[config.mk]
export PLATFORM = sky130hd
export DESIGN_NAME = linked_block_allocator_with_owner
export DESIGN_NICKNAME = d
export VERILOG_FILES = /design/src/lbao_pkg.sv /design/src/lbao_ctrl.sv /design/src/lbao_dp.sv /design/src/linked_block_allocator_with_owner.sv
export SDC_FILE = /design/constraint.sdc
export NUM_CORES = 1
export LEC_CHECK = 0
export CORE_ASPECT_RATIO = 0.7
export CORE_MARGIN = 4
export CORE_UTILIZATION = 35
export CTS_CLUSTER_SIZE = 25
export DETAILED_ROUTE_END_ITERATION = 7
export DONT_BUFFER_PORTS = 1
export GPL_TIMING_DRIVEN = 0
export PLACE_DENSITY = 0.47
export SYNTH_ARGS = -nofsm -noshare
export SYNTH_HDL_FRONTEND = slang
export SYNTH_SLANG_ARGS = --single-unit
[constraint.sdc]
create_clock -name clk -period 4.9 [get_ports clk]
set_input_delay 0.245 -clock clk [delete_from_list [all_inputs] [get_ports clk]]
set_output_delay 0.245 -clock clk [all_outputs]
set_load 0.005 [all_outputs]
[src/lbao_pkg.sv]
// Shared types and codes for the linked block allocator.
// No dependencies; imported by every module of the block.
package lbao_pkg;

    // Request function codes
    localparam logic FUNC_CREATE = 1'b0;
    localparam logic FUNC_READ   = 1'b1;

    // Result status codes
    localparam logic [1:0] STAT_OK        = 2'd0;
    localparam logic [1:0] STAT_BAD_BLOCK = 2'd1;
    localparam logic [1:0] STAT_ZERO_LEN  = 2'd2;
    localparam logic [1:0] STAT_NO_SPACE  = 2'd3;

    typedef enum logic [2:0] {
        S_IDLE,
        S_EVAL,
        S_READ,
        S_SCAN,
        S_DONE
    } lbao_state_t;

    // Commands from controller to datapath
    typedef struct packed {
        logic commit_start;
        logic set_create;
        logic capture_read;
        logic scan_step;
        logic out_load;
    } lbao_cmd_t;

    // Status from datapath to controller
    typedef struct packed {
        logic is_read;
        logic create_ok;
        logic need_one;
        logic scan_done;
        logic out_free;
    } lbao_stat_t;

endpackage

[src/lbao_ctrl.sv]
// Sequencing controller for the linked block allocator.
// Depends on lbao_pkg for the state, command and status types.
module lbao_ctrl
    import lbao_pkg::*;
(
    input  logic       clk,
    input  logic       rst_n,
    input  logic       in_valid,
    output logic       in_stall,
    input  lbao_stat_t st,
    output lbao_cmd_t  cmd
);

    lbao_state_t state_reg;
    lbao_state_t state_next;

    always_ff @(posedge clk or negedge rst_n)
    begin
        if (!rst_n)
        begin
            state_reg <= S_IDLE;
        end
        else
        begin
            state_reg <= state_next;
        end
    end

    always_comb
    begin
        state_next = state_reg;
        unique case (state_reg)
            S_IDLE:
            begin
                if (in_valid)
                begin
                    state_next = S_EVAL;
                end
            end
            S_EVAL:
            begin
                if (st.is_read)
                begin
                    state_next = S_READ;
                end
                else if (st.create_ok && !st.need_one)
                begin
                    state_next = S_SCAN;
                end
                else
                begin
                    state_next = S_DONE;
                end
            end
            S_READ:
            begin
                state_next = S_DONE;
            end
            S_SCAN:
            begin
                if (st.scan_done)
                begin
                    state_next = S_DONE;
                end
            end
            S_DONE:
            begin
                if (st.out_free)
                begin
                    state_next = S_IDLE;
                end
            end
            default:
            begin
                state_next = S_IDLE;
            end
        endcase
    end

    always_comb
    begin
        cmd      = '0;
        in_stall = 1'b1;
        unique case (state_reg)
            S_IDLE:
            begin
                in_stall = 1'b0;
            end
            S_EVAL:
            begin
                cmd.set_create   = !st.is_read;
                cmd.commit_start = !st.is_read && st.create_ok;
            end
            S_READ:
            begin
                cmd.capture_read = 1'b1;
            end
            S_SCAN:
            begin
                cmd.scan_step = 1'b1;
            end
            S_DONE:
            begin
                cmd.out_load = st.out_free;
            end
            default:
            begin
                in_stall = 1'b1;
            end
        endcase
    end

endmodule

[src/lbao_dp.sv]
// Datapath of the linked block allocator: block marks, link and owner stores,
// request and result registers. Depends on lbao_pkg.
module lbao_dp
    import lbao_pkg::*;
#(
    parameter int NUM_BLOCKS = 32
)
(
    input  logic        clk,
    input  logic        rst_n,
    input  logic        in_valid,
    input  logic        in_stall,
    input  logic        func,
    input  logic [5:0]  block_index,
    input  logic [15:0] owner_id,
    input  logic [5:0]  length,
    output logic        out_valid,
    input  logic        out_stall,
    output logic [1:0]  status,
    output logic [5:0]  free_count,
    output logic        entry_free,
    output logic        entry_end,
    output logic [4:0]  entry_next,
    output logic [15:0] entry_owner,
    input  lbao_cmd_t   cmd,
    output lbao_stat_t  st
);

    localparam int IW = (NUM_BLOCKS > 1) ? $clog2(NUM_BLOCKS) : 1;

    // Request registers
    logic        req_func_reg;
    logic [5:0]  req_index_reg;
    logic [15:0] req_owner_reg;
    logic [5:0]  req_length_reg;

    // Block marks and free count
    logic [NUM_BLOCKS-1:0] free_reg;
    logic [NUM_BLOCKS-1:0] end_reg;
    logic [5:0]            free_total_reg;

    // Scan state
    logic [IW-1:0] scan_reg;
    logic [IW-1:0] prev_reg;
    logic [5:0]    need_reg;

    // Stores
    logic [IW-1:0] next_mem  [NUM_BLOCKS];
    logic [15:0]   owner_mem [NUM_BLOCKS];
    logic [IW-1:0] next_rd_reg;
    logic [15:0]   owner_rd_reg;

    // Pending result
    logic [1:0]  res_status_reg;
    logic        res_free_reg;
    logic        res_end_reg;
    logic [4:0]  res_next_reg;
    logic [15:0] res_owner_reg;

    // Output register
    logic        out_valid_reg;
    logic [1:0]  out_status_reg;
    logic [5:0]  out_free_count_reg;
    logic        out_free_reg;
    logic        out_end_reg;
    logic [4:0]  out_next_reg;
    logic [15:0] out_owner_reg;

    logic          in_range;
    logic [IW-1:0] idx;
    logic [1:0]    chk_status;
    logic          scan_hit;
    logic          owner_we;
    logic [IW-1:0] owner_wa;

    assign in_range = req_index_reg < 6'(NUM_BLOCKS);
    assign idx      = req_index_reg[IW-1:0];
    assign scan_hit = free_reg[scan_reg];

    always_comb
    begin
        if (!in_range || !free_reg[idx])
        begin
            chk_status = STAT_BAD_BLOCK;
        end
        else if (req_length_reg == 6'd0)
        begin
            chk_status = STAT_ZERO_LEN;
        end
        else if (req_length_reg > free_total_reg)
        begin
            chk_status = STAT_NO_SPACE;
        end
        else
        begin
            chk_status = STAT_OK;
        end
    end

    always_comb
    begin
        st.is_read   = (req_func_reg == FUNC_READ);
        st.create_ok = (chk_status == STAT_OK);
        st.need_one  = (req_length_reg == 6'd1);
        st.scan_done = (scan_hit && need_reg == 6'd1) || (scan_reg == IW'(NUM_BLOCKS - 1));
        st.out_free  = !out_valid_reg || !out_stall;
    end

    always_ff @(posedge clk)
    begin
        if (in_valid && !in_stall)
        begin
            req_func_reg   <= func;
            req_index_reg  <= block_index;
            req_owner_reg  <= owner_id;
            req_length_reg <= length;
        end
    end

    // Marks and free count
    always_ff @(posedge clk or negedge rst_n)
    begin
        if (!rst_n)
        begin
            free_reg       <= '1;
            end_reg        <= '0;
            free_total_reg <= 6'(NUM_BLOCKS);
        end
        else
        begin
            if (cmd.commit_start)
            begin
                free_reg[idx]  <= 1'b0;
                end_reg[idx]   <= 1'b1;
                free_total_reg <= free_total_reg - req_length_reg;
            end
            if (cmd.scan_step && scan_hit)
            begin
                end_reg[prev_reg]  <= 1'b0;
                free_reg[scan_reg] <= 1'b0;
                end_reg[scan_reg]  <= 1'b1;
            end
        end
    end

    always_ff @(posedge clk)
    begin
        if (cmd.commit_start)
        begin
            scan_reg <= '0;
            prev_reg <= idx;
            need_reg <= req_length_reg - 6'd1;
        end
        else if (cmd.scan_step)
        begin
            scan_reg <= scan_reg + 1'b1;
            if (scan_hit)
            begin
                prev_reg <= scan_reg;
                need_reg <= need_reg - 6'd1;
            end
        end
    end

    // One write port per store
    assign owner_we = cmd.commit_start || (cmd.scan_step && scan_hit);
    assign owner_wa = cmd.commit_start ? idx : scan_reg;

    always_ff @(posedge clk)
    begin
        if (owner_we)
        begin
            owner_mem[owner_wa] <= req_owner_reg;
        end
        if (cmd.scan_step && scan_hit)
        begin
            next_mem[prev_reg] <= scan_reg;
        end
        owner_rd_reg <= owner_mem[idx];
        next_rd_reg  <= next_mem[idx];
    end

    always_ff @(posedge clk)
    begin
        if (cmd.set_create)
        begin
            res_status_reg <= chk_status;
            res_free_reg   <= 1'b0;
            res_end_reg    <= 1'b0;
            res_next_reg   <= '0;
            res_owner_reg  <= '0;
        end
        else if (cmd.capture_read)
        begin
            if (!in_range)
            begin
                res_status_reg <= STAT_BAD_BLOCK;
                res_free_reg   <= 1'b0;
                res_end_reg    <= 1'b0;
                res_next_reg   <= '0;
                res_owner_reg  <= '0;
            end
            else
            begin
                res_status_reg <= STAT_OK;
                res_free_reg   <= free_reg[idx];
                res_end_reg    <= end_reg[idx];
                res_next_reg   <= (!free_reg[idx] && !end_reg[idx]) ? 5'(next_rd_reg) : 5'd0;
                res_owner_reg  <= free_reg[idx] ? 16'd0 : owner_rd_reg;
            end
        end
    end

    always_ff @(posedge clk or negedge rst_n)
    begin
        if (!rst_n)
        begin
            out_valid_reg <= 1'b0;
        end
        else if (cmd.out_load)
        begin
            out_valid_reg <= 1'b1;
        end
        else if (!out_stall)
        begin
            out_valid_reg <= 1'b0;
        end
    end

    always_ff @(posedge clk)
    begin
        if (cmd.out_load)
        begin
            out_status_reg     <= res_status_reg;
            out_free_count_reg <= free_total_reg;
            out_free_reg       <= res_free_reg;
            out_end_reg        <= res_end_reg;
            out_next_reg       <= res_next_reg;
            out_owner_reg      <= res_owner_reg;
        end
    end

    assign out_valid   = out_valid_reg;
    assign status      = out_status_reg;
    assign free_count  = out_free_count_reg;
    assign entry_free  = out_free_reg;
    assign entry_end   = out_end_reg;
    assign entry_next  = out_next_reg;
    assign entry_owner = out_owner_reg;

endmodule

[src/linked_block_allocator_with_owner.sv]
// Linked block allocator: one transaction at a time. A read passes through the evaluate
// and read states to its result; a create goes from evaluate straight to the result
// when rejected or of one block, else through the one-block-per-cycle link scan.
// The next transaction is taken the cycle after the result enters the output register.
// rst_n (async, active low) frees every block and clears end marks; link and owner
// stores are not cleared, their stale contents are masked by the free and end marks.
module linked_block_allocator_with_owner
    import lbao_pkg::*;
#(
    parameter int NUM_BLOCKS = 32
)
(
    input  logic        clk,
    input  logic        rst_n,
    input  logic        in_valid,
    output logic        in_stall,
    input  logic        func,
    input  logic [5:0]  block_index,
    input  logic [15:0] owner_id,
    input  logic [5:0]  length,
    output logic        out_valid,
    input  logic        out_stall,
    output logic [1:0]  status,
    output logic [5:0]  free_count,
    output logic        entry_free,
    output logic        entry_end,
    output logic [4:0]  entry_next,
    output logic [15:0] entry_owner
);

    // Command and status links between controller and datapath
    lbao_cmd_t  cmd;
    lbao_stat_t st;

    // Controller: accept, evaluate, scan or read, then hand the result on
    lbao_ctrl u_ctrl (
        .clk      (clk),
        .rst_n    (rst_n),
        .in_valid (in_valid),
        .in_stall (in_stall),
        .st       (st),
        .cmd      (cmd)
    );

    // Datapath: hold the request, the block marks, the stores and the result
    lbao_dp #(
        .NUM_BLOCKS (NUM_BLOCKS)
    ) u_dp (
        .clk         (clk),
        .rst_n       (rst_n),
        .in_valid    (in_valid),
        .in_stall    (in_stall),
        .func        (func),
        .block_index (block_index),
        .owner_id    (owner_id),
        .length      (length),
        .out_valid   (out_valid),
        .out_stall   (out_stall),
        .status      (status),
        .free_count  (free_count),
        .entry_free  (entry_free),
        .entry_end   (entry_end),
        .entry_next  (entry_next),
        .entry_owner (entry_owner),
        .cmd         (cmd),
        .st          (st)
    );

`ifndef SYNTHESIS
    // Hold off further transactions once one has been taken
    a_busy_after_accept: assert property (@(posedge clk) disable iff (!rst_n)
        (in_valid && !in_stall) |=> in_stall)
        else $error("input taken while a transaction is in progress");

    // The free count can never grow beyond the store size
    a_free_count_range: assert property (@(posedge clk) disable iff (!rst_n)
        out_valid |-> (free_count <= 6'(NUM_BLOCKS)))
        else $error("free count above store size");

    // A rejected request returns no entry data
    a_reject_clean: assert property (@(posedge clk) disable iff (!rst_n)
        (out_valid && status != STAT_OK) |->
        (!entry_free && !entry_end && entry_next == 5'd0 && entry_owner == 16'd0))
        else $error("entry data on rejected request");
`endif

endmodule

Yosys cells after proc, flatten, opt, wreduce, memory -nomap -nowiden
Memories as Yosys holds them, arrays and structs flattened. A register that Yosys moved wholly into a read port is not among the register bits. Cells that the tools add are included.

Output and inout bits: 33. Flip-flop bits (word level): 175. Word-level logic and storage cells: 136. Bits of input ports: 33. Memories: 2. Bits in writable memories: 672.

Eq/ne operators: 11. $add $sub $neg: 4. $lt $le $gt $ge: 8. Muxes and demuxes: 52. Reduce and logical (&&, ||, !) cells: 28. Bitwise logic cells: 8.

Memories: u_dp.owner_mem (words 32, width 16, rd ports 1, clocked after memory_dff 1, write ports 1, line lbao_dp.sv:49) `logic [15:0] owner_mem [NUM_BLOCKS];`; u_dp.next_mem (words 32, width 5, rd ports 1, clocked after memory_dff 1, write ports 1, line lbao_dp.sv:48) `logic [IW-1:0] next_mem [NUM_BLOCKS];`.

Operators by type and width (count): $mux W32 (4); $and A32 B32 Y32 (3); $not A32 Y32 (3); $or A32 B32 Y32 (2); $mux W16 (2); $mux W5 (6); $mux W1 (19); $lt A5 B6 Y1 const B (3); $mux W6 (3); $bmux W1 S5 (3); $demux W1 S5 (3); $ge A5 B1 Y1 const B (3); $mux W3 (5); $pmux W3 S5 (1); $eq A6 B1 Y1 const B (2); $mux W2 (6); $sub A6 B1 Y6 const B (2); $logic_and A1 B1 Y1 (9); $logic_not A1 Y1 (7); $eq A3 B2 Y1 const B (2); $gt A6 B6 Y1 (1); $logic_not A6 Y1 (1); $lt A6 B6 Y1 const B (1); $reduce_bool A2 Y1 (3); 12 further kinds (17).

Logic depth before layout (Yosys ltp)
Depth in word-level cells: 12. Gate-level depth with buffers: 13. Mapped depth without buffers: 11.

By module
Synthesis repeated with hierarchy kept, for this count alone.

Cells, all modules: 1776. Area, all modules: 34099.0 sq um.

Modules (own cells, without submodules): lbao_dp (cells each 1753, seq. area each 25170.4 sq um, times used 1, area each 33865.0 sq um); lbao_ctrl (cells each 23, seq. area each 75.1 sq um, times used 1, area each 234.0 sq um).

Worst setup path before layout
OpenSTA, ideal clock, no wires.

Path kind: flip-flop to flip-flop. Start point: register u_dp.scan_reg[1]. End point: memory u_dp.owner_mem[10][0] (enable). Slack: 1341 ps. Stages on the path, launching flop included: 10. Period minus slack after synthesis: 3559 ps. Setup time: 388 ps. Path buffers: 2. Data arrival time: 3170 ps. Data required time: 4512 ps. Cell sequence: dfxtp_1 buf_2 mux2i_1 o221ai_1 nand3_1 nand4_1 clkbuf_1 nand2_1 o32a_1 nor2_1.

Longest elaborated chain between the ends: 6. Elaborated cells on any way between the ends: 7. Those cells by class: 5 x mux; 2 x reduce/logical.

RTL lines: from (decl) (line lbao_dp.sv:43) `logic [IW-1:0] scan_reg;`; from (signal assigned) (line lbao_dp.sv:156) `scan_reg <= scan_reg + 1'b1;`; $bmux W1 S5 (line lbao_dp.sv:78) `assign scan_hit = free_reg[scan_reg];`; $mux W1 (implied by the code) (line lbao_dp.sv:78); $logic_and A1 B1 Y1 (line lbao_dp.sv:166) `assign owner_we = cmd.commit_start || (cmd.scan_step && scan_hit);`; $logic_or A1 B1 Y1 (line lbao_dp.sv:166); $mux W1 (line lbao_dp.sv:171) `if (owner_we)`; $mux W1 (implied by the code) (line lbao_dp.sv:173) `owner_mem[owner_wa] <= req_owner_reg;`; to (decl) (line lbao_dp.sv:49).

Several ways; a longest one is shown, not always the timed one. The select of a mux whose other input is x is not followed.

Worst setup path after layout
Start point: register u_dp.scan_reg[1]. End point: memory u_dp.owner_mem[31][5] (enable).

Same word-level chain as after synthesis.

==> flow_summary_export.csv <==
group,metric,value,unit
worst_hold_path,hold_class,"in -> async",
synth,async_reset_ff_share,8.525,%
placed_design,pre_cts_ws,-0.2332,ns
sta,relSlewSlack,-5.275,%
sta,max_freq,210.0,MHz
synth,yosys_most_used_dff,"edfxtp_1",
floorplan,die_h,267.7,um
sta,whs,0.1399,ns
synth,synth.top_cells.by_count,"745 x edfxtp_1, 176 x mux4_2, 90 x a22oi_1",
setup_path,cp_max_fo,37,
floorplan,pin_count,66,
sta,final_hold_viol_count,0,
global_route,grt_pass1_vias,17900,
finish,area_delta_synth_final,16.09,%
run,maxCapViolCount,3,
synth,synth.area.top_cells,"edfxtp_1 66%, mux4_2 12%, dfrtp_1 3.0%",
floorplan,core_area,94800,um^2
synth,yosys.area.top_type,"edfxtp_1",
power_and_ir_drop,peakVddDrop,0.2701,mV
finish,top_register,"u_dp.owner_mem",
routing,avgRoutedWirePerCell,32.19,um
synth,syn_nets,1803,
routing,drcViolationCount,0,
finish,layout-drive-gt1-share,24.80,%
clock_tree,postCtsSetupRepairBufs,0,
sta,drv_slew,9,
clock_tree,ctsHtreeMaxLevel,3,
synth,yosysMostFrequentCell,"edfxtp_1",
setup_path,endpoint_kind,"register",
clock_tree,cts_root_buf,"clkbuf_16",
synth,synthesis.area,33730,um^2
floorplan,rows,94,
power_and_ir_drop,power_leakage,12.36,nW
placed_design,post-dp-hpwl,71320,um
routing,firstDrtPassIters,5,
power_and_ir_drop,p_per_area,480.3,nW/um^2
clock_tree,clk_path_buf_depth,3,
finish,num-fill-cells,8357,
clock_tree,cts_tree,"done",
global_route,busiest_layer,"met1",
floorplan,die_area,101500,um^2
finish,largest_reg_flops,512,
global_route,grt_overflow,0,
synth,synth-seq-area-share,74.85,%
global_route,grt_pass1_wl,144500,um
placed_design,gp_congestion,0.8952,
sta,finalSetupViolCount,0,
sta,skew,0.02824,ns
routing,detail-route-antenna-nets,0,
synth,syn_inst,1754,
status,violations,"max-capacitance violations, max-slew violations",
sta,rsz0062_at_grt,"yes",
global_route,met2_usage,27.25,%
synth,ys_ff_latch,868,
clock_tree,clk_pin_slew,0.06,ns
sta,worstMarginPinSlew,1.567,ns
routing,vias_per_cell,5.764,
global_route,gr-usage-all-layers,20.59,%
routing,vias,18640,
placed_design,portBuffers,0,
routing,drt-total-wl,104100,um
synth,synth.top_cell.area_share,66.33,%
global_route,grt.met3_usage,6.855,%
finish,seq_area,25250,um^2
synth,yosys_warnings,0,
finish,multi_input_area,8132,um^2
routing,drtIter0Drc,2520,
finish,largestRegisters,"u_dp.owner_mem: 512 flops, u_dp.next_mem: 160 flops",
sta,layout_setup_ws,0.1383,ns
sta,timing.final.crit_share,97.18,%
setup_path,criticalPathCategory,"reg -> reg",
synth,syn_avg_cell_area,19.23,um^2
global_route,grt_use_met1,32.99,%
synth,ys_types,57,
status,status,"finished with violations",
synth,synth_edf_count,745,
setup_path,worstPathArrival,5.13,ns
clock_tree,clock_latency,0.67,ns
global_route,grt_max_degree,75,
clock_tree,cts_buffers,88,
global_route,grt_antenna_before_repair,5,
finish,nNetsFinal,1959,
sta,period_needed,4.762,ns
setup_path,required,5.27,ns
setup_path,cp-start-kind,"register",
floorplan,initial_core_util,35.58,%
floorplan,die_x,379.0,um
clock_tree,clkSinkCount,868,
-- worst paths after layout --
path / start / to / slack (ns) / cells after the start
setup / recovery: u_dp.scan_reg[1] / u_dp.owner_mem[31][5] / 0.14 / 10
hold / removal: rst_n / u_dp.out_valid / 0.14 / 2
setup reg to reg: u_dp.scan_reg[1] / u_dp.owner_mem[31][5] / 0.14 / 10
hold reg to reg: u_dp.res_status_reg[1] / u_dp.status[1] / 0.43 / 0
max in group asynchronous: rst_n / u_dp.free_reg[25] / 4.37 / 2
min in group clk: func / u_dp.req_func_reg / 0.19 / 1
-- what timing repair did --
item,in CTS,in global routing
pin swaps,0,1
hold buffers,33,0
resized for setup,2,11
hold endpoints to repair,143,0
setup endpoints to repair,205,52
-- metal layers --
| layer | vias to the layer above | wire length, um |
|---|---|---|
| met5 | - | 0 |
| met4 | 0 | 1580 |
| met3 | 125 | 11340 |
| met2 | 952 | 41490 |
| met1 | 9957 | 49650 |
| li1 | 7602 | - |
-- worst max-delay path: stages, from the launching register on --
cell      delay, ns
dfxtp_2        0.91
buf_2          0.47
mux2i_1        0.22
o221ai_1       0.23
nand3_1        0.11
nand4_1        0.23
clkbuf_1       0.47
nand2_1        0.23
o32a_1         0.63
nor2_2         0.66
buf_8          0.25
-- through the flow --
stage	setup TNS [ns]	total power, W	std cells	instance area [um^2]	utilization [%]
floorplan	0	0.01083	1754	33730	-
global placement	-469.86	0.01226	3002	35290	37.23
detailed placement	-16.81	0.01235	3033	35970	37.95
CTS	0	0.01894	3230	39100	41.25
global route	-0.1493	0.01952	3232	39150	41.30
finish	0	0.01881	3233	39160	41.31
-- layout make-up --
cell class	instances	share of cell area, %
Timing Repair Buffer	66	2.352
Inverter	20	0.1917
Sequential cell	868	64.50
Clock inverter	53	1.064
Clock buffer	111	6.033
Antenna cell	1	0.006391
Buffer	98	1.102
Multi-Input combinational cell	768	20.77
Tap cell	1248	3.988
-- power breakdown --
group | switching (W) | internal [W]
registers | 0.000612 | 0.00876
clock network | 0.00289 | 0.00365
logic | 0.00191 | 0.000984
-- cells in the final DEF, fill, tap and decap left out, types with 9 or more instances in the layout --
cell type      count
a21oi_1           32
a22o_1            21
a22oi_1           90
buf_2             22
buf_8             24
clkbuf_1          77
clkbuf_16         91
clkinv_1          20
clkinv_2          21
dfrtp_1           41
dfstp_2           33
dfxtp_1           44
dlygate4sd3_1     32
edfxtp_1         745
ha_1              15
inv_1             17
mux2i_1           37
mux4_2           176
nand2_1           56
nand2b_1           9
nand3_1           20
nand4_1           23
nor2_1            57
nor2_2            25
nor3_1            14
o21ai_0           12
o221a_2           32
o221ai_1          14
o22ai_1           35
xnor2_1           11
-- cells by family (layout without fill, tap and decap cells) --
group           after synthesis  count (layout)  synth area share (%)
xor+xnor                     15              15                0.3895
fa+ha+maj                    16              16                0.6158
flops                       868             868                 74.85
other cells                   0               1                     0
mux                         221             221                 13.18
compound gates              262             262                 5.872
simple gates                254             254                 3.620
buf+inv                     118             348                 1.473
(Power assumes the default switching activity.)
